## src/rtl/pcpa_pkg.sv

```systemverilog
// Package for the per-CPU page allocator: sizes, command and status codes,
// the queue entry type and the queue status group. No dependencies.
package pcpa_pkg;

    localparam int NUM_CPUS    = 8;
    localparam int NUM_PAGES   = 32768;
    localparam int STEAL_LIMIT = 64;
    localparam int PAGE_SHIFT  = 12;

    localparam int ADDR_W   = 32;
    localparam int CPU_W    = 3;
    localparam int PAGE_W   = $clog2(NUM_PAGES);
    localparam int CODE_W   = $clog2(NUM_PAGES + 1);
    localparam int BUDGET_W = $clog2(STEAL_LIMIT + 1);
    localparam int VIC_W    = $clog2(NUM_CPUS + 1);
    localparam int STAT_W   = 2;

    localparam int S_TDATA_W = ((CPU_W + ADDR_W + 7) / 8) * 8;
    localparam int M_TDATA_W = ((ADDR_W + STAT_W + 7) / 8) * 8;

    localparam int FIFO_DEPTH = 4;
    localparam int FPTR_W     = $clog2(FIFO_DEPTH);
    localparam int FCNT_W     = $clog2(FIFO_DEPTH + 1);

    localparam logic [0:0] REQ_ALLOC = 1'b0;
    localparam logic [0:0] REQ_FREE  = 1'b1;

    localparam logic [0:0] REG_REGION_START = 1'b0;
    localparam logic [0:0] REG_REGION_END   = 1'b1;

    localparam logic [STAT_W-1:0] STAT_OK  = 2'd0;
    localparam logic [STAT_W-1:0] STAT_OOM = 2'd1;
    localparam logic [STAT_W-1:0] STAT_BAD = 2'd2;

    typedef enum logic [1:0] {
        CMD_ALLOC = 2'd0,
        CMD_FREE  = 2'd1,
        CMD_BAD   = 2'd2
    } cmd_kind_t;

    typedef struct packed {
        cmd_kind_t         kind;
        logic [CPU_W-1:0]  cpu;
        logic [PAGE_W-1:0] page;
    } cmd_t;

    typedef struct packed {
        logic full;
        logic empty;
    } fifo_stat_t;

endpackage

```

## src/rtl/pcpa_front.sv

```systemverilog
// Front end: takes request words and classifies them as allocate, good free
// or bad free, with the page index worked out. Depends on pcpa_pkg.
module pcpa_front
    import pcpa_pkg::*;
(
    input  logic                 s_tvalid,
    output logic                 s_tready,
    input  logic [S_TDATA_W-1:0] s_tdata,
    input  logic [0:0]           s_tuser,
    input  logic [ADDR_W-1:0]    region_start,
    input  logic [ADDR_W-1:0]    region_end,
    input  fifo_stat_t           fifo_stat,
    output logic                 fifo_push,
    output cmd_t                 fifo_cmd
);

    logic [ADDR_W-1:0] addr;
    logic [ADDR_W-1:0] base;
    logic [ADDR_W-1:0] diff;
    logic              aligned;
    logic              in_region;
    logic              in_table;

    assign addr = s_tdata[CPU_W +: ADDR_W];
    assign base = {region_start[ADDR_W-1:PAGE_SHIFT], {PAGE_SHIFT{1'b0}}};
    assign diff = addr - base;

    assign aligned   = (addr[PAGE_SHIFT-1:0] == '0);
    assign in_region = (addr >= region_start) && (addr < region_end);
    assign in_table  = ((diff >> PAGE_SHIFT) < ADDR_W'(NUM_PAGES));

    assign s_tready  = !fifo_stat.full;
    assign fifo_push = s_tvalid && !fifo_stat.full;

    always_comb
    begin
        fifo_cmd.cpu  = s_tdata[CPU_W-1:0];
        fifo_cmd.page = diff[PAGE_SHIFT +: PAGE_W];
        if (s_tuser == REQ_ALLOC)
        begin
            fifo_cmd.kind = CMD_ALLOC;
        end
        else if (aligned && in_region && in_table)
        begin
            fifo_cmd.kind = CMD_FREE;
        end
        else
        begin
            fifo_cmd.kind = CMD_BAD;
        end
    end

endmodule

```

## config.mk

```make
export PLATFORM = sky130hd
export DESIGN_NAME = pcpa_front
export DESIGN_NICKNAME = d
export VERILOG_FILES = /design/src/rtl/pcpa_pkg.sv /design/src/rtl/pcpa_front.sv
export SDC_FILE = /design/constraint.sdc
export NUM_CORES = 1
export LEC_CHECK = 0
export ABC_AREA = 1
export BUFFER_PORTS_ARGS = -buffer_cell sky130_fd_sc_hd__buf_4
export CAP_MARGIN = 30
export CORE_AREA = 2 2 86 88
export DETAILED_ROUTE_END_ITERATION = 10
export DIE_AREA = 0 0 88 90
export PLACE_DENSITY = 0.72
export SETUP_SLACK_MARGIN = 0.4
export SYNTH_ARGS = -nofsm -noshare
export SYNTH_HDL_FRONTEND = slang
export SYNTH_SLANG_ARGS = --single-unit
```

## constraint.sdc

```tcl
create_clock -name vclk -period 2.5
set_clock_uncertainty 0.2 [all_clocks]
set_input_delay 0.5 -clock vclk [all_inputs]
set_output_delay 0.5 -clock vclk [all_outputs]
set_load 0.005 [all_outputs]
```

; After elaboration in Yosys (flattened, before gate mapping)
; Index checks and enable logic that the tools add are counted.
[word_totals]
ff_bits = 0
output_inout_bits = 22
word_cells = 12
inputBits = 108
[classes]
muxes = 2
reduce_logical = 6
order_cmp = 3
n_addsub = 1
[op_table]
columns = operator, count
row1 = 32-bit greater-or-equal comparator, 1
row2 = 32-bit < comparator, 1
row3 = 32-bit subtractor, 1
row4 = 20-bit by 16-bit < comparator with 1-bit output (second input constant), 1
row5 = 12-bit zero test, 1
row6 = 1-bit logical AND, 4
row7 = 2-bit two-way mux, 2
row8 = 1-bit zero test, 1

; Logic depth before layout (Yosys ltp)
; Gate-level depths: netlist (run 1).
[depth]
depth_word = 6
depth_mapped = 17
mapped_depth_nobuf = 17

; Worst setup path after synthesis (run 1)
; No wires, ideal clock.
[synth_timing]
path_type = input port to output port
start = input s_tdata[15]
end = output fifo_cmd[18] in the netlist's numbering
stages = 16
arrival_ns = 1.960
path_buffers = 0
slack_ns = -0.160
cell_sequence = inv_1 -> ha_1 -> fa_1 -> inv_1 -> nand2_2 -> nand2_4 -> nand2_2 -> nand2_2 -> nand2_2 -> nand2_1 -> nand2_1 -> nand2_1 -> nand3_2 -> nor2_1 -> nand2_1 -> nor2_2
[synth_lines]
columns = item, line
row1 = start: declaration, pcpa_front.sv:8  ; input logic [S_TDATA_W-1:0] s_tdata,
row2 = end: declaration, pcpa_front.sv:14  ; output cmd_t fifo_cmd

==> impl_metrics.csv, run 1 <==
group,metric,value,unit
yosys,synth.top_cell.area_share,29.5,%
route,wl_per_cell,12.0,um
sta,worst_pin_slew,246,ps
power_and_ir_drop,peakVddDrop,0.0925,mV
sta,worst_slack,-304,ps
route,firstDrtPassIters,4,
final_layout,drive_gt1_share,50.5,%
sta,finalSetupViolations,8,
grt,grt_pass1_wl,14300,um
yosys,netlist_area,2710,um2
critical_path,critPathCaptureType,"output pin",
critical_path,cp-start-kind,"primary input",
critical_path,cp_slowest_cell,"ha_4",
job,drv_cap,0,
yosys,yosys-top-cells-area,"ha_1 30%, nand2_1 18%, inv_1 17%, a21oi_1 7.2%, nor2_1 4.2%",
final_layout,final_core_util,71.1,%
yosys,synth_cell_type_count,28,
place,hpwl,7380,um
route,drt_iter0_drc,71,
sta,setup_tns,-1280,ps
place,dp.cells,742,
cts,hold_buffers,0,
sta,rsz0062_at_grt,"true",
critical_path,critical_path_required,1800,ps
place,place_ws,-394,ps
final_layout,seq_area,0,um2
die,die_w,88,um
grt,grt_usage,21.2,%
route,vias,3529,
place,gp_congestion,0.896,
route,viasPerCell,4.67,
grt,grt_overflow_total,0,
critical_path,crit_buf_inv,4,
route,ant_nets,0,
yosys,yosysMostFrequentCell,"nand2_1",
sta,fin_crit,2800,ps
die,rows,31,
route,routed_wl,9070,um
place,port_buffers,118,
critical_path,crit_chain,"buf_4 > inv_1 > ha_4 > nand2_1 > buf_4 > nor2_2 > and2_1 > nand2_2 > nand2_1 > nand2_1 > nand3_1 > nor2_2 > a21oi_2 > buf_4",
grt,grt_max_degree,6,
final_layout,final_cells,755,
power_and_ir_drop,finalPower,1.12,mW
sta,max_freq,357,MHz
final_layout,clock_buffers,0,
yosys,synth_common_cells,"129 x nand2_1, 123 x inv_1, 64 x ha_1",
sta,hold_viol,0,
yosys,syn_nets,656,
status,violations,"setup timing",
die,dieArea,7920,um2
die,ios,130,
grt,grt_pass1_vias,3487,
critical_path,cp_top_family,"simple AND/OR/NAND/NOR gates",
final_layout,n_antenna_cell,0,
status,status,"finished, violations left",
yosys,avgSynthCellArea,5.61,um2
die,initial_core_util,38.6,%
sta,timing.final.crit_share,112,%
critical_path,critical-path-max-stage-delay,290,ps
hold_path,hold_class,"in -> out",
final_layout,fill_cells,577,
power_and_ir_drop,power.density,224,nW/um2
die,core,7020,um2
yosys,synth_top_area_cell,"ha_1",
yosys,ys_seq_area_share,0,%
yosys,yosysWarningCount,0,
yosys,netlist_instances,483,
power_and_ir_drop,power_leakage,2.80,nW
final_layout,flops_and_latches,0,
final_layout,nets,831,
critical_path,crit_type,"in -> out",
critical_path,critPathArrivalTime,2100,ps
route,drc,0,
final_layout,areaGrowthSynthToFinish,84.3,%
sta,max_slew_margin,83.5,%
die,die_y,90,um
critical_path,path_max_fanout,4,
sta,maxSlewViolCount,0,
grt,antenna_found_initial,0,
==> cells by family (layout without fill, tap and decap cells) <==
kind of cell | count (synthesis) | count (layout) | share of synthesized area [%]
buffers and inverters | 131 | 304 | 18.6
adders and majority gates | 65 | 65 | 30.3
xor gates and xnor gates | 13 | 13 | 4.20
AOI/OAI and AO/OA | 55 | 55 | 11.0
and+or+nand+nor | 219 | 219 | 36.0
==> power breakdown <==
group	switching [mW]	internal, mW	total, mW
clock	0	0	0
combinational	0.535	0.586	1.12
sequential	0	0	0
total	0.535	0.586	1.12
==> through the flow <==
| stage | hold slack, ps | instance area, um2 |
|---|---|---|
| detailed placement | 800 | 4300 |
| floorplan | 827 | 2970 |
| global route | 800 | 4990 |
| CTS | 800 | 4740 |
| global placement | 800 | 4300 |
| finish | 800 | 4990 |
==> what timing repair did <==
item	in CTS	in global routing
endpoints found under the setup margin	16	16
cloned	0	0
resized for setup	93	57
setup buffers	8	5
pin swaps	38	29
==> cells in the final DEF, fill, tap and decap left out, types with 2 or more instances in the layout <==
cell type	n
nand3_1	11
o21bai_1	3
o21a_1	2
nand2_1	90
xnor2_2	2
nor2_1	23
nor3_2	2
nand3_4	2
ha_1	44
nor2_4	3
a21oi_2	8
ha_4	20
buf_4	148
o21bai_2	2
nor3_1	4
xnor2_1	5
buf_6	24
nand4_1	6
xor2_1	3
inv_4	8
a21oi_1	24
buf_8	4
o21ai_0	6
nor3_4	3
nand2_2	34
nand2_4	18
a21oi_4	7
inv_2	21
nor2_2	11
nand3_2	6
xor2_2	3
inv_1	98
==> metal layers <==
layer  GRT usage [%]  wire [um]  share of wire [%]  up-vias
li1                -          -                  -     1841
met1            25.0       3660                 40     1576
met2            41.9       4830                 53      102
met3            1.47        464                5.1       10
met4            1.92        117                1.3        0
met5               0          0                  0        -
==> path summary, 6_finish.rpt <==
| check | start | end | slack [ps] | cells after the start |
|---|---|---|---|---|
| worst max-delay path | region_start[28] | fifo_cmd[19] | -300 | 14 |
| worst min-delay path | s_tdata[1] | fifo_cmd[16] | 800 | 0 |
==> area by class of cell <==
cell class,count,area (um2),share of cell area (%)
Inverter,128,508,10.2
Multi-Input combinational cell,352,2920,58.5
Tap cell,99,124,2.48
Timing Repair Buffer,176,1440,28.9
Power figures use the tool's default switching activity.
==> inputs of run 2 (changes only) <==
--- a/config.mk
+++ b/config.mk
@@ -7,11 +7,10 @@
 export LEC_CHECK = 0
 export ABC_AREA = 1
 export BUFFER_PORTS_ARGS = -buffer_cell sky130_fd_sc_hd__buf_4
-export CAP_MARGIN = 30
 export CORE_AREA = 2 2 86 88
 export DETAILED_ROUTE_END_ITERATION = 10
 export DIE_AREA = 0 0 88 90
-export PLACE_DENSITY = 0.72
+export PLACE_DENSITY = 0.69
 export SETUP_SLACK_MARGIN = 0.4
 export SYNTH_ARGS = -nofsm -noshare
 export SYNTH_HDL_FRONTEND = slang
==> constraint.sdc (replaced) <==
create_clock -name vclk -period 3.1
set_clock_uncertainty 0.2 [all_clocks]
set_input_delay 0.62 -clock vclk [all_inputs]
set_output_delay 0.62 -clock vclk [all_outputs]
set_load 0.005 [all_outputs]
==> impl_metrics.csv, run 2 (synthesized netlist as in run 1, its figures left out) <==
group,metric,value,unit
place,port_buffers,118,
sta,finalSetupViolations,0,
die,ios,130,
final_layout,nets,804,
sta,max_slew_margin,79.1,%
sta,hold_viol,0,
final_layout,final_cells,728,
place,gp_congestion,0.875,
final_layout,seq_area,0,um2
die,die_w,88,um
die,initial_core_util,38.6,%
hold_path,hold_class,"in -> out",
final_layout,fill_cells,657,
place,place_ws,-20.7,ps
place,dp.cells,722,
place,hpwl,6850,um
sta,rsz0062_at_grt,"true",
job,drv_cap,0,
route,drc,0,
route,wl_per_cell,11.3,um
route,viasPerCell,4.60,
critical_path,path_max_fanout,4,
critical_path,critPathCaptureType,"output pin",
critical_path,crit_type,"in -> out",
final_layout,final_core_util,64.1,%
die,core,7020,um2
sta,timing.final.crit_share,98.4,%
final_layout,flops_and_latches,0,
grt,grt_pass1_wl,13500,um
sta,max_freq,328,MHz
critical_path,critPathArrivalTime,2230,ps
sta,maxSlewViolCount,0,
final_layout,final_common_cell,"buf_4",
grt,grt_overflow_total,0,
die,dieArea,7920,um2
route,routed_wl,8250,um
grt,grt_pass1_vias,3359,
final_layout,clock_buffers,0,
final_layout,n_antenna_cell,0,
sta,fin_hold_ws,1040,ps
power_and_ir_drop,peakVddDrop,0.0691,mV
route,vias,3352,
critical_path,critical_path_required,2280,ps
sta,fin_crit,3050,ps
power_and_ir_drop,power_leakage,2.57,nW
final_layout,final_cell_mix,"141 x buf_4, 112 x inv_1, 106 x nand2_1, 46 x ha_1, 27 x nand2_2",
die,die_y,90,um
final_layout,multi_input_area,2730,um2
critical_path,cp-start-kind,"primary input",
route,firstDrtPassIters,4,
status,status,"completed",
final_layout,drive_gt1_share,42.3,%
sta,worst_pin_slew,313,ps
power_and_ir_drop,power.density,175,nW/um2
final_layout,areaGrowthSynthToFinish,66.0,%
sta,worst_slack,50.2,ps
grt,antenna_found_initial,0,
route,ant_nets,0,
grt,grt_max_degree,6,
grt,grt_usage,19.9,%
die,rows,31,
route,drt_iter0_drc,52,
==> run 2: what timing repair did <==
item / 4_1_cts / 5_1_grt
endpoints found under the setup margin: 11 / 11
hold buffers: 0 / 0
gates resized for setup: 56 / 52
setup buffers: 5 / 1
pin swaps: 17 / 17
==> run 2: routing by layer <==
layer	track usage [%]	vias to the layer above	part of all wire [%]
met5	0	-	0
met2	37.7	86	52
met3	1.65	4	5.0
met1	24.8	1478	43
li1	-	1784	-
met4	1.41	0	0.64
==> run 2: final timing paths <==
| kind | end | startpoint | cells past startpoint |
|---|---|---|---|
| min | fifo_cmd[16] | s_tdata[1] | 0 |
| max | fifo_cmd[18] | region_start[24] | 14 |
==> run 2: layout make-up <==
type               count  share of cell area [%]
repair buffers       149                    25.6
inverters            128                    11.0
well taps             99                    2.75
multi-input cells    352                    60.7
==> run 2: report_power, final <==
part           internal, mW  total, mW  switching [mW]
registers                 0          0               0
logic                 0.407      0.790           0.383
clock network             0          0               0
total                 0.407      0.790           0.383
==> run 2: stage by stage <==
stage / setup TNS (ps) / power, mW / instance area (um2)
6_report: 0 / 0.790 / 4500
5_1_grt: -131 / 0.876 / 4500
4_1_cts: 0 / 0.732 / 4310
3_5_place_dp: -27.3 / 0.641 / 3920
3_3_place_gp: -21.6 / 0.629 / 3920
2_1_floorplan: 0 / 0.349 / 2740
==> run 2: worst max-delay path, cell delays in order <==
cell and delay, ps:
buf_4 100, inv_1 80, ha_4 220, nand2_1 70
nand2_1 70, o21bai_1 210, a21oi_1 260, nand2_1 80
nand2_1 80, nand4_1 90, nor2_1 90, nand2_1 70
nor2_2 70, buf_4 110
==> inputs of run 3 (changes only) <==
--- a/config.mk
+++ b/config.mk
@@ -7,9 +7,9 @@
 export LEC_CHECK = 0
 export ABC_AREA = 1
 export BUFFER_PORTS_ARGS = -buffer_cell sky130_fd_sc_hd__buf_4
-export CORE_AREA = 2 2 86 88
+export CORE_AREA = 3 3 87 89
 export DETAILED_ROUTE_END_ITERATION = 10
-export DIE_AREA = 0 0 88 90
+export DIE_AREA = 0 0 90 92
 export PLACE_DENSITY = 0.69
 export SETUP_SLACK_MARGIN = 0.4
 export SYNTH_ARGS = -nofsm -noshare
==> impl_metrics.csv, run 3 (synthesized netlist as in run 1, its figures left out) <==
group,metric,value,unit
status,status,"completed",
final_layout,drive_gt1_share,45.1,%
critical_path,cp-start-kind,"primary input",
die,rows,30,
final_layout,final_cell_mix,"133 x buf_4, 105 x inv_1, 101 x nand2_1, 45 x ha_1, 29 x nand2_2",
sta,maxSlewViolCount,0,
route,drc,0,
job,drv_cap,0,
die,initial_core_util,39.7,%
grt,grt_overflow_total,0,
power_and_ir_drop,power.density,179,nW/um2
critical_path,crit_chain,"buf_8 > inv_8 > ha_4 > fa_2 > inv_2 > nand2_2 > nand2_4 > nand2_2 > nand2_2 > buf_4 > buf_6 > buf_4 > buf_6 > buf_6 > xor2_1 > buf_4",
power_and_ir_drop,p_int,0.440,mW
critical_path,cp_slowest_cell,"fa_2",
route,wl_per_cell,11.9,um
critical_path,critPathArrivalTime,2270,ps
hold_path,min-delay-start,"s_tdata[0]",
sta,worst_pin_slew,349,ps
sta,fin_crit,3090,ps
sta,fin_hold_ws,1040,ps
power_and_ir_drop,p_seq_share,0,%
route,ant_nets,0,
grt,grt_usage,18.9,%
power_and_ir_drop,power.share.clock,0,%
power_and_ir_drop,switchingPower,0.405,mW
sta,timing.final.crit_share,99.6,%
place,gp_congestion,0.912,
critical_path,cp-startpoint,"s_tdata[15]",
critical_path,critical_path_required,2280,ps
sta,finalSetupViolations,0,
final_layout,areaGrowthSynthToFinish,74.0,%
power_and_ir_drop,comb_power_share,100.0,%
power_and_ir_drop,finalPower,0.845,mW
final_layout,final_core_util,69.0,%
route,routed_wl,8800,um
die,die_y,92,um
route,drt_iter0_drc,154,
die,die_w,90,um
power_and_ir_drop,peakVddDrop,0.0665,mV
die,dieArea,8280,um2
route,viasPerCell,4.69,
final_layout,nets,816,
route,firstDrtPassIters,4,
critical_path,path_max_fanout,2,
critical_path,crit_type,"in -> out",
critical_path,critPathCaptureType,"output pin",
sta,rsz0062_at_grt,"true",
sta,hold_viol,0,
critical_path,critical-path-max-stage-delay,340,ps
cts,hold_buffers,0,
grt,grt_pass1_vias,3331,
final_layout,flops_and_latches,0,
route,vias,3453,
final_layout,n_antenna_cell,0,
grt,antenna_found_initial,0,
die,ios,130,
final_layout,final_common_cell,"buf_4",
final_layout,seq_area,0,um2
grt,grt_pass1_wl,13800,um
die,core,6830,um2
place,hpwl,6920,um
sta,max_freq,324,MHz
power_and_ir_drop,swShare,47.9,%
power_and_ir_drop,power_leakage,2.69,nW
hold_path,hold_class,"in -> out",
grt,grt_max_degree,6,
sta,max_slew_margin,76.7,%
final_layout,clock_buffers,0,
place,port_buffers,118,
[run 3: cell count changes in the layout (fill, tap and decap cells not counted), sizes merged]
cell and change:
buf +12
[run 3: final cells by class]
type                       count  area (um2)
multi-input combinational    352        2770
fill                         572        2120
timing repair buffer         161        1320
inverter                     128         503
tap                           96         120
[run 3: routing by layer]
layer	vias up	track usage, %	routed length, um
met4	0	2.04	144
met1	1520	23.2	3670
li1	1812	-	-
met5	-	0	0
met2	109	35.8	4400
met3	12	2.79	590
[run 3: metrics by stage]
step                instances  area [um2]  setup WS (ps)  TNS (ps)
floorplan                 483        2740            339         0
global placement          714        3870          -6.40     -6.40
detailed placement        714        3870          -37.0     -65.7
CTS                       722        4280           80.0         0
global route              737        4710          -98.0      -223
finish                    737        4710           13.1         0
[run 3: final timing paths]
path                      endpoint  slack (ps)  cells after the start
worst max-delay path   fifo_cmd[8]          10                     16
worst min-delay path  fifo_cmd[15]        1040                      0
[run 3: what timing repair did]
item / 4_1_cts / 5_1_grt
endpoints found under the setup margin: 10 / 12
resized for setup: 58 / 91
pin swaps: 20 / 31
buffers inserted: 8 / 15
[run 3: critical path, delay by kind of cell]
kind / cells / cell delay (ps)
fa+ha+maj: 2 / 490
simple gates: 4 / 230
xor+xnor: 1 / 150
buf+inv: 9 / 780
[run 3: power by group through the flow]
stage                     Combinational, mW  Clock [mW]  Sequential, mW
after floorplan                       0.349           0               0
after global routing                  0.933           0               0
final                                 0.845           0               0
after CTS                             0.727           0               0
after global placement                0.623           0               0
after detailed placement              0.636           0               0
