===== src/rtl/pcpa_pkg.sv =====
// Package for the per-CPU page allocator: sizes, command and status codes,
// the queue entry type and the queue status group. No dependencies.
package pcpa_pkg;

    localparam int NUM_CPUS    = 8;
    localparam int NUM_PAGES   = 32768;
    localparam int STEAL_LIMIT = 64;
    localparam int PAGE_SHIFT  = 12;

    localparam int ADDR_W   = 32;
    localparam int CPU_W    = 3;
    localparam int PAGE_W   = $clog2(NUM_PAGES);
    localparam int CODE_W   = $clog2(NUM_PAGES + 1);
    localparam int BUDGET_W = $clog2(STEAL_LIMIT + 1);
    localparam int VIC_W    = $clog2(NUM_CPUS + 1);
    localparam int STAT_W   = 2;

    localparam int S_TDATA_W = ((CPU_W + ADDR_W + 7) / 8) * 8;
    localparam int M_TDATA_W = ((ADDR_W + STAT_W + 7) / 8) * 8;

    localparam int FIFO_DEPTH = 4;
    localparam int FPTR_W     = $clog2(FIFO_DEPTH);
    localparam int FCNT_W     = $clog2(FIFO_DEPTH + 1);

    localparam logic [0:0] REQ_ALLOC = 1'b0;
    localparam logic [0:0] REQ_FREE  = 1'b1;

    localparam logic [0:0] REG_REGION_START = 1'b0;
    localparam logic [0:0] REG_REGION_END   = 1'b1;

    localparam logic [STAT_W-1:0] STAT_OK  = 2'd0;
    localparam logic [STAT_W-1:0] STAT_OOM = 2'd1;
    localparam logic [STAT_W-1:0] STAT_BAD = 2'd2;

    typedef enum logic [1:0] {
        CMD_ALLOC = 2'd0,
        CMD_FREE  = 2'd1,
        CMD_BAD   = 2'd2
    } cmd_kind_t;

    typedef struct packed {
        cmd_kind_t         kind;
        logic [CPU_W-1:0]  cpu;
        logic [PAGE_W-1:0] page;
    } cmd_t;

    typedef struct packed {
        logic full;
        logic empty;
    } fifo_stat_t;

endpackage


===== src/rtl/pcpa_cmd_fifo.sv =====
// Short command queue between front and back ends.
// Depends on pcpa_pkg for the entry type and depth.
module pcpa_cmd_fifo
    import pcpa_pkg::*;
(
    input  logic       clk,
    input  logic       rst_n,
    input  logic       push,
    input  cmd_t       push_cmd,
    input  logic       pop,
    output cmd_t       head_cmd,
    output fifo_stat_t stat
);

    cmd_t              entry_reg [FIFO_DEPTH];
    logic [FPTR_W-1:0] wr_ptr_reg, wr_ptr_next;
    logic [FPTR_W-1:0] rd_ptr_reg, rd_ptr_next;
    logic [FCNT_W-1:0] count_reg, count_next;
    logic              do_push, do_pop;

    assign stat.full  = (count_reg == FCNT_W'(FIFO_DEPTH));
    assign stat.empty = (count_reg == '0);
    assign do_push    = push && !stat.full;
    assign do_pop     = pop && !stat.empty;
    assign head_cmd   = entry_reg[rd_ptr_reg];

    always_comb
    begin
        wr_ptr_next = do_push ? wr_ptr_reg + 1'b1 : wr_ptr_reg;
        rd_ptr_next = do_pop ? rd_ptr_reg + 1'b1 : rd_ptr_reg;
        count_next  = count_reg;
        if (do_push && !do_pop)
        begin
            count_next = count_reg + 1'b1;
        end
        else if (do_pop && !do_push)
        begin
            count_next = count_reg - 1'b1;
        end
    end

    always_ff @(posedge clk or negedge rst_n)
    begin
        if (!rst_n)
        begin
            wr_ptr_reg <= '0;
            rd_ptr_reg <= '0;
            count_reg  <= '0;
        end
        else
        begin
            wr_ptr_reg <= wr_ptr_next;
            rd_ptr_reg <= rd_ptr_next;
            count_reg  <= count_next;
        end
    end

    always_ff @(posedge clk)
    begin
        if (do_push)
        begin
            entry_reg[wr_ptr_reg] <= push_cmd;
        end
    end

endmodule


===== config.mk =====
export PLATFORM = sky130hd
export DESIGN_NAME = pcpa_cmd_fifo
export DESIGN_NICKNAME = d
export VERILOG_FILES = /design/src/rtl/pcpa_pkg.sv /design/src/rtl/pcpa_cmd_fifo.sv
export SDC_FILE = /design/constraint.sdc
export NUM_CORES = 1
export LEC_CHECK = 0
export ABC_AREA = 1
export BUFFER_PORTS_ARGS = -buffer_cell sky130_fd_sc_hd__buf_2
export CORE_MARGIN = 2
export CORE_UTILIZATION = 40
export DETAILED_ROUTE_END_ITERATION = 10
export PLACE_DENSITY_LB_ADDON = 0.12
export REMOVE_ABC_BUFFERS = 1
export SLEW_MARGIN = 30
export SYNTH_ARGS = -nofsm -noshare
export SYNTH_HDL_FRONTEND = slang
export SYNTH_SLANG_ARGS = --single-unit

===== constraint.sdc =====
create_clock -name clk -period 2.9 [get_ports clk]
set_clock_uncertainty 0.15 [all_clocks]
set_input_delay 0.58 -clock clk [delete_from_list [all_inputs] [get_ports clk]]
set_output_delay 0.58 -clock clk [all_outputs]
set_load 0.03 [all_outputs]

Word level (Yosys, flattened, before mapping). Memories as Yosys holds them, arrays and structs flattened. Index checks and enable logic that the tools add are counted.

Flip-flop bits (word level): 7. Bits in writable memories: 80. Input port bits: 24. Output and inout bits: 22. Logic and storage cells: 23. Memories: 1.

$add $sub $neg: 4. Equality and inequality tests: 1. Muxes and demuxes: 4. Reductions and logical operators: 10.

Memories: entry_reg (words 4, bits a word 20, rd ports 1, clocked after Yosys merged registers in 0, wr ports 1, line pcpa_cmd_fifo.sv:15) `cmd_t entry_reg [FIFO_DEPTH];`.

Operator list (number): two-way mux 3 bit (2); adder 2 x 1 -> 2 bit (second input constant) (2); logical AND 1 bit (4); zero test 1 bit (4); adder 3 x 1 -> 3 bit (second input constant) (1); == test 3 bit (second input constant) (1); zero test 3 bit (1); subtractor 3 x 1 -> 3 bit (second input constant) (1); two-way mux 1 bit (2); nonzero test 2 bit (1).

Logic depth before layout (Yosys ltp). Gate-level depths: netlist of run 1.

Word-level depth: 7. Gate-level depth with buffers: 12. Depth with buffers taken out: 12.

Worst setup path before layout of run 1. OpenSTA, ideal clock, no wires.

Kind: register to register. From: reg count_reg[0]. To: mem entry_reg[0][0] (netlist bit) (enable). Library setup time: 0.397 ns. Data arrival time: 1.586 ns. Setup slack: 0.767 ns. Stages on the path, launching flop included: 5. Period minus slack after synthesis: 2.133 ns. Cell sequence: dfrtp_1 > inv_1 > nand3_1 > nand2_1 > nor2_1.

Cells in the longest elaborated chain, start to end: 5.

RTL lines: start, declared (line pcpa_cmd_fifo.sv:18) `logic [FCNT_W-1:0] count_reg, count_next;`; start signal, assigned (line pcpa_cmd_fifo.sv:54) `count_reg <= count_next;`; == test 3 bit (line pcpa_cmd_fifo.sv:21) `assign stat.full = (count_reg == FCNT_W'(FIFO_DEPTH));`; zero test 1 bit (line pcpa_cmd_fifo.sv:23) `assign do_push = push && !stat.full;`; logical AND 1 bit (line pcpa_cmd_fifo.sv:23); two-way mux 1 bit (line pcpa_cmd_fifo.sv:60) `if (do_push)`; two-way mux 1 bit (implied by the code) (line pcpa_cmd_fifo.sv:62) `entry_reg[wr_ptr_reg] <= push_cmd;`; end, declared (line pcpa_cmd_fifo.sv:15).

Every way passes these cells.

==> results.md, run 1 <==
Setup path:
- The worst setup path is launched from a flip-flop.
- The worst setup path is captured at an output port.
- The worst register-to-register path begins at count_reg[1].
- The signal on the critical path passes through inv_2 > buf_4 > nand2_1 > o211ai_1 > nand2_1 > buf_2.
- The delay of the slowest cell on the worst path is slightly above 0.4 ns.
- The sum of buffers and inverters on the critical path is 3.
- The number of cells on the critical path is 6.
- The cell with the largest stage delay on the worst path is sky130_fd_sc_hd__dfrtp_1.
- In this design, the largest share of critical-path delay is due to buffers and inverters.
- The worst register-to-register path has a setup slack of between 0.7 and 0.8 ns.
- The end of the worst register-to-register path is entry_reg[0][4].
- At the worst endpoint, the arrival time is 1.81 ns.
- The category of the most critical setup path is flip-flop to output port.
- The launching element of the worst setup path is rd_ptr_reg[0].
- In this run the worst path has a maximum fanout of 22.
- The required time of the worst setup path is 2.17 ns.
- The worst reg2reg path depth is 5.
- The critical path ends at head_cmd[7].
- The most common cell type on the critical path is sky130_fd_sc_hd__nand2_1.

GRT:
- The global routing usage summed across all routing layers is 14.5%.
- For this run the aggregate overflow at the end of global routing stands at 0.
- The number of global-route vias before repair came to between 2000 and 2500.
- The wire length of the first global-routing pass is 10800 µm.
- Entering global routing, the biggest net connects 27 pins.
- The number of antenna violations at the first check in global routing is 0.

Place:
- The count of input and output buffers is between 40 and 50.
- The HPWL reported at the end of detailed placement is around 4200 µm.
- Prior to clock tree synthesis, the placed netlist has a worst setup slack of around 0.7 ns.
- At the end of routability-driven placement, the weighted congestion stood at just under 0.7.

Synthesis:
- The count of synthesis-stage warnings from yosys is 0.
- The number of instances in the synthesized netlist is approximately 290.
- The number of different library cells in the post-synthesis netlist is 16.
- A synthesized cell averages roughly 12 µm².
- Yosys attributes the largest share of cell area to sky130_fd_sc_hd__edfxtp_1 (66%), sky130_fd_sc_hd__nand2_1 (8.0%), sky130_fd_sc_hd__o211ai_1 (7.8%), sky130_fd_sc_hd__inv_1 (5.6%), sky130_fd_sc_hd__dfrtp_1 (4.8%).
- The largest area contributor in the synthesized netlist is sky130_fd_sc_hd__edfxtp_1.
- After synthesis, flip-flops and latches occupy between 70% and 80% of the total area.
- The flop and latch count out of synthesis is 87.
- The fraction of synthesized cell area taken by the top area cell type is around 66%.
- The area of the mapped netlist is approximately 3700 µm².

Floorplan:
- The initial utilization of the core area, before any placement, comes to 41.5%.
- The die width is between 90 and 100 µm.
- The floorplan step defined a core boundary enclosing between 8000 and 9000 µm².
- The count of boundary I/O pins is 46.
- The floorplan has 34 rows.
- The die covers 9920 µm².
- The chip height is 99.6 µm.

Timing:
- The fmax is roughly 390 MHz.
- The number of hold violations in the final report is 0.
- The setup TNS is 0 ns.
- Final hold analysis gives a worst-case slack of 0.295 ns.
- For the pin with the worst max-slew slack, the measured transition is 0.520 ns.
- Setup violations remaining at the end of the flow were counted as 0.
- In this run the tightest slew margin relative to its limit is 65.3%.
- After layout, the worst path uses between 80 and 90% of the clock period.
- Setup repair after global routing left no endpoint under its margin.
- Once routing completed, OpenROAD measured the worst setup slack at ~0.36 ns.
- The final number of max-transition violations is 0.
- The final critical path time including I/O delays and setup is between 2 and 3 ns.

CTS:
- The root cell of the clock tree is sky130_fd_sc_hd__clkbuf_8.
- After clock tree synthesis, the repair step resized 0 gates.
- In this run, CTS created clock tree buffers numbering 9.
- The count of H-tree levels built during CTS is 3.
- The maximum root-to-sink buffer count is 2.
- For this design, the sink count on the clock tree is 87.
- For the worst-skew pair, the clock arrives at the later sink with an insertion delay of around 0.35 ns.
- The number of setup buffers added after CTS is 0.
- TritonCTS built the clock tree.
- The register clock-pin slew on the reported worst setup and hold paths is ~0.090 ns.

Pwr:
- For this design the ratio of total power to cell area is roughly 1100 nW/µm².
- Summed over all cells, the static leakage comes to roughly 1.8 nW.
- The post-route total power is around 4.5 mW.
- The worst-case vdd ir drop is 0.427 mV.

Cells and area:
- At the end of the flow, the number of nets in the layout was between 300 and 400.
- The repair_antennas step left the layout with diodes totalling 0.
- Cells with a size suffix above 1 make up around 22% of the layout.
- In the layout the commonest cells are sky130_fd_sc_hd__edfxtp_1 (80), sky130_fd_sc_hd__nand2_1 (78), sky130_fd_sc_hd__inv_1 (55).
- The layout overhead on the synthesized area is 15.7%.
- Leaving out fill and tap cells, the most frequent cell in the layout is sky130_fd_sc_hd__edfxtp_1.
- The flip-flop count of the largest register, all copies and words added is 80.

Flow run:
- Max-cap violations in this run came to 0.

Drt:
- In the routed design, unresolved DRC markers number 0.
- Summed over all layers, the routed wires come to between 6000 and 7000 µm.
- The routed length per instance is between 10 and 15 µm.
- The final antenna-violating net count is 0.
- The number of detailed-route iterations in the first pass is 4.
- In this run, the number of DRC markers left after iteration 0 of detailed routing was 77.
- The via density per instance is 4.78.
- Detailed routing inserted a total of about 2200 vias.

Outcome:
- The flow ran to the end, and the final reports show no timing, DRC or antenna violations.

Hold path:
- The number of stages on the worst hold path is 1.
- The path type of the worst min-delay path is input port to flip-flop.
-- power by group --
group          switching [mW]  internal, mW
clock network           0.445         0.408
logic                    1.30         0.550
registers              0.0851          1.66
total                    1.83          2.62
-- area by class of cell --
type	instances	area (µm²)
sequential	87	2580
clock inverter	7	81.3
fill	792	4570
timing repair buffer	56	335
tap	108	135
clock buffer	9	124
inverter	57	214
multi-input combinational	138	766
-- kinds of logic (layout without fill, tap and decap cells) --
family,after synthesis,count (layout),synth area share (%)
AND/OR/NAND/NOR,90,90,9.54
flip-flops,87,87,70.5
buffers and inverters,69,129,8.86
AO/OA/AOI/OAI,41,41,8.62
adder cells (fa/ha/maj),6,6,2.26
XOR/XNOR,1,1,0.240
-- worst min path at each step --
stage                  from  slack, ns                to
3_5_place_dp          rst_n       0.28      count_reg[1]
5_1_grt        push_cmd[14]       0.26  entry_reg[2][14]
2_1_floorplan         rst_n       0.13      count_reg[0]
4_1_cts        push_cmd[14]       0.27  entry_reg[2][14]
6_report        push_cmd[9]       0.29   entry_reg[0][9]
3_3_place_gp          rst_n       0.28      count_reg[1]
-- layer usage --
metal / routed length [µm] / up-vias / GRT usage (%)
met4: 99 / 0 / 6.74
li1: - / 1105 / -
met5: 0 / - / 0
met1: 3020 / 1055 / 18.0
met3: 247 / 8 / 3.58
met2: 3150 / 41 / 24.1
-- synth_stat cells --
cell type                   n
sky130_fd_sc_hd__edfxtp_1  80
sky130_fd_sc_hd__nand2_1   78
sky130_fd_sc_hd__inv_1     55
sky130_fd_sc_hd__o211ai_1  38
sky130_fd_sc_hd__buf_6      8
sky130_fd_sc_hd__dfrtp_1    7
sky130_fd_sc_hd__nand3_1    7
sky130_fd_sc_hd__ha_1       5
sky130_fd_sc_hd__buf_2      4
sky130_fd_sc_hd__nor2_1     4
sky130_fd_sc_hd__inv_2      2
sky130_fd_sc_hd__o211ai_2   2
sky130_fd_sc_hd__fa_1       1
sky130_fd_sc_hd__nand4_1    1
sky130_fd_sc_hd__o21ai_0    1
sky130_fd_sc_hd__xnor2_1    1
-- timing repair --
item / CTS / global route
endpoints found under the setup margin: 0 / 0
endpoints found under the hold margin: 7 / 0
hold buffers: 1 / 0
-- through the flow --
stage | util [%] | instance area (µm²) | std cells
2_1_floorplan | - | 3550 | 282
3_3_place_gp | 45.6 | 4020 | 445
6_report | 48.1 | 4230 | 462
4_1_cts | 48.1 | 4230 | 462
3_5_place_dp | 45.6 | 4020 | 445
5_1_grt | 48.1 | 4230 | 462
Note: power is estimated with default switching activity, not from simulation.
==> inputs of run 2 (changes only) <==
--- a/config.mk
+++ b/config.mk
@@ -5,7 +5,6 @@
 export SDC_FILE = /design/constraint.sdc
 export NUM_CORES = 1
 export LEC_CHECK = 0
-export ABC_AREA = 1
 export BUFFER_PORTS_ARGS = -buffer_cell sky130_fd_sc_hd__buf_2
 export CORE_MARGIN = 2
 export CORE_UTILIZATION = 40
==> results.md, run 2 <==
Outcome:
- The flow ran to the end, and the final reports show no timing, DRC or antenna violations.

Synthesis:
- Among all flip-flop cells after synthesis, the most frequent one is sky130_fd_sc_hd__edfxtp_1.
- Ranked by total cell area, the synthesized netlist is headed by sky130_fd_sc_hd__edfxtp_1 (71%), sky130_fd_sc_hd__mux4_1 (16%), sky130_fd_sc_hd__dfrtp_1 (5.2%), sky130_fd_sc_hd__ha_1 (1.8%), sky130_fd_sc_hd__xnor2_1 (1.0%).
- The top cell type by area accounts for between 70% and 80% of the synthesized area.
- The cell with the most instances after synthesis is sky130_fd_sc_hd__edfxtp_1.
- In the synthesized netlist, the cells that appear most often are sky130_fd_sc_hd__edfxtp_1 (80), sky130_fd_sc_hd__mux4_1 (20), sky130_fd_sc_hd__dfrtp_1 (7).
- In the synthesized netlist the async set-or-reset flop fraction comes to under 10%.
- Counting flops with a built-in enable in the synthesized netlist gives 80.
- The area of the mapped netlist is ~3400 µm².
- The synthesized design contains 87 register bits.
- The per-instance average area after synthesis is 24.2 µm².
- Of all cell types, the one taking the most synthesized area is sky130_fd_sc_hd__edfxtp_1.
- The count of synthesis-stage warnings from yosys is 0.
- The proportion of synthesized chip area in sequential cells is around three quarters.
- After technology mapping, the gate count stands at 140.
- After synthesis, the netlist uses 20 different library cells.

Cells and area:
- The flip-flop count of the largest register, all copies and words added is 80.
- The post-route netlist has between 30 and 40% of its cells at a drive strength greater than 1.
- The layout has 708 filler cells.
- Measured on the finished design, the core utilization comes to about half.
- The final cell count without fillers is ~310.
- The number of nets in the layout is roughly 230.
- The number of diodes added for antenna fixing is 0.
- The commonest non-fill, non-tap cell in the layout is sky130_fd_sc_hd__edfxtp_1.
- In the layout the commonest cells are sky130_fd_sc_hd__edfxtp_1 (80), sky130_fd_sc_hd__buf_2 (45), sky130_fd_sc_hd__mux4_1 (20).
- Compared with the post-synthesis result, the final layout area differs by 17.9%.

Timing:
- After layout, the minimum clock period comes to 2.60 ns.
- Setup violations remaining at the end of the flow were counted as 0.
- The slew at the pin closest to its max-slew limit is about 0.44 ns.
- The worst relative slew slack is between 70% and 80%.
- The final critical-path share of the clock period is between 80 and 90%.
- Timing would allow up to 385 MHz.
- The number of hold violations in the final report was 0.
- The setup TNS is 0 ns.
- The final number of max-transition violations is 0.
- Setup repair after global routing left no endpoint under its margin.

Place:
- The count of input and output buffers is 45.
- The routability congestion estimate is between 0.7 and 0.8.
- Counting tap cells, the placed design contains a total of 295 instances.
- The HPWL after detailed placement is 3850 µm.

Drt:
- The number of detailed-route iterations in the first pass is 4.
- The via count of the routed design is between 1500 and 2000.
- In the final routed layout, each cell accounts on average for ~18 µm.
- After detailed routing, the number of remaining DRC violations is 0.
- In this run the remaining antenna-violating nets after routing total 0.
- The via density per instance is 4.98.
- After the first detailed-routing iteration, the DRC count stood at between 50 and 60.
- Summed over all layers, the routed wires come to 5710 µm.

Pwr:
- Total power for the finished layout comes to 4.10 mW.
- The worst-case vdd ir drop is around 0.46 mV.
- In this run the power density over the cells is around 1000 nW/µm².
- The static leakage is roughly 1.5 nW.

Floorplan:
- Measured along the y axis, the die boundary spans roughly 96 µm.
- The die is ~96 µm wide.
- The die area is between 9000 and 10000 µm².
- The count of boundary I/O pins is 46.
- In this run the standard cell core region covers approximately 8200 µm².
- The initial core utilization is 41.2%.
- The site row count is 33.

Hold path:
- The number of stages on the worst hold path is 1.
- The worst hold path endpoint is entry_reg[3][16].
- The worst hold path begins at push_cmd[16].
- The tightest min-delay check is of the input port to flip-flop type.

Setup path:
- STA classifies the critical path endpoint as an output port.
- In this run the critical register-to-register path is launched from count_reg[0].
- The category of the most critical setup path is flip-flop to output port.
- The worst reg2reg path depth is 8.
- The required time of the worst setup path is ~2.2 ns.
- The endpoint identified for the worst register-to-register timing path is count_reg[2].
- STA puts the critical path data arrival time at approximately 1.9 ns.
- The worst setup path is launched from a flip-flop.
- Setup slack on the worst reg-to-reg path comes out at 0.53 ns.
- Along the worst path, the maximum fanout reaches 22.

Flow run:
- Across the run, the number of max-cap violations was 0.

GRT:
- The number of antenna violations at the first check in global routing is 0.
- The wire length of the first global-routing pass is just under 9000 µm.
- The global routing usage summed across all routing layers is around 14%.
- The number of global-route vias before repair came to between 1500 and 2000.
- The remaining global-route overflow is 0.
- Entering global routing, the biggest net connects 23 pins.

CTS:
- The root cell of the clock tree is sky130_fd_sc_hd__clkbuf_8.
- The clock latency on the worst-skew pair is around 0.34 ns.
- The count of clock tree sinks is 87.
- TritonCTS built the clock tree.
- The number of buffers inserted during clock tree synthesis is 9.
- The count of H-tree levels built during CTS is 3.
- Clock-pin slew was measured on the worst setup and hold paths at approximately 0.09 ns.
- The maximum root-to-sink buffer count is 2.
==> run 2: changes by cell type in the layout (fill, tap and decap cells not counted), moves of 3 or more <==
cell                       before  now
sky130_fd_sc_hd__and2_1         0    4
sky130_fd_sc_hd__inv_1         55    4
sky130_fd_sc_hd__mux4_1         0   20
sky130_fd_sc_hd__nand2_1       78    1
sky130_fd_sc_hd__nand3_1        7    1
sky130_fd_sc_hd__nor2_2         4    0
sky130_fd_sc_hd__o211ai_1      38    0
sky130_fd_sc_hd__xnor2_1        1    4
==> run 2: area by class of cell <==
type,count,area [µm²],area share [%]
repair buffers,56,323,8.09
well taps,105,131,3.29
clock inverters,6,71.3,1.79
clock buffers,9,124,3.10
flip-flops and latches,87,2580,64.6
multi-input cells,44,749,18.8
inverters,4,15.0,0.376
==> run 2: per-layer routing <==
layer / up-vias / GRT usage [%] / part of all wire [%]
met4: 0 / 6.19 / 1.1
met3: 6 / 3.84 / 4.5
li1: 710 / - / -
met5: - / 0 / 0
met2: 38 / 24.1 / 54
met1: 794 / 15.4 / 41
==> run 2: power by group <==
part           switching (mW)  internal [mW]
Sequential              0.112           1.67
Combinational           0.907          0.587
Clock                   0.420          0.400
Total                    1.44           2.66
==> run 2: cell families after synthesis <==
| logic type | Yosys count | synth area share (%) |
|---|---|---|
| buf+inv | 9 | 1.70 |
| xor+xnor | 6 | 1.55 |
| flops | 87 | 76.2 |
| fa+ha+maj | 6 | 2.44 |
| mux | 22 | 16.3 |
| simple gates | 10 | 1.85 |
==> run 2: how the worst max path moves through the flow <==
stage	startpoint	to	slack, ns	cells after the start
final	rd_ptr_reg[0]	head_cmd[8]	0.30	3
after floorplan	count_reg[0]	count_reg[1]	0.51	6
after global placement	rd_ptr_reg[0]	head_cmd[3]	0.66	3
after detailed placement	count_reg[0]	count_reg[2]	0.52	8
after global routing	rd_ptr_reg[0]	head_cmd[8]	0.19	3
after CTS	rd_ptr_reg[0]	head_cmd[8]	0.25	3
==> run 2: critical path, cell delays in order (launching register included) <==
cell and delay [ns]:
sky130_fd_sc_hd__dfrtp_1 0.33, sky130_fd_sc_hd__buf_4 0.35, sky130_fd_sc_hd__mux4_1 0.64, sky130_fd_sc_hd__buf_2 0.20
==> run 2: stage by stage <==
stage / hold slack, ns / cell area, µm² / worst slack (ns)
5_1_grt: 0.270 / 3990 / 0.193
4_1_cts: 0.265 / 3990 / 0.252
2_1_floorplan: 0.134 / 3340 / 0.507
3_5_place_dp: 0.275 / 3790 / 0.520
6_report: 0.292 / 3990 / 0.303
3_3_place_gp: 0.266 / 3790 / 0.657
==> run 2: repair_timing <==
item,in CTS,in global routing
hold endpoints to repair,7,0
setup buffers,0,0
hold buffers,1,0
gates resized for setup,0,0
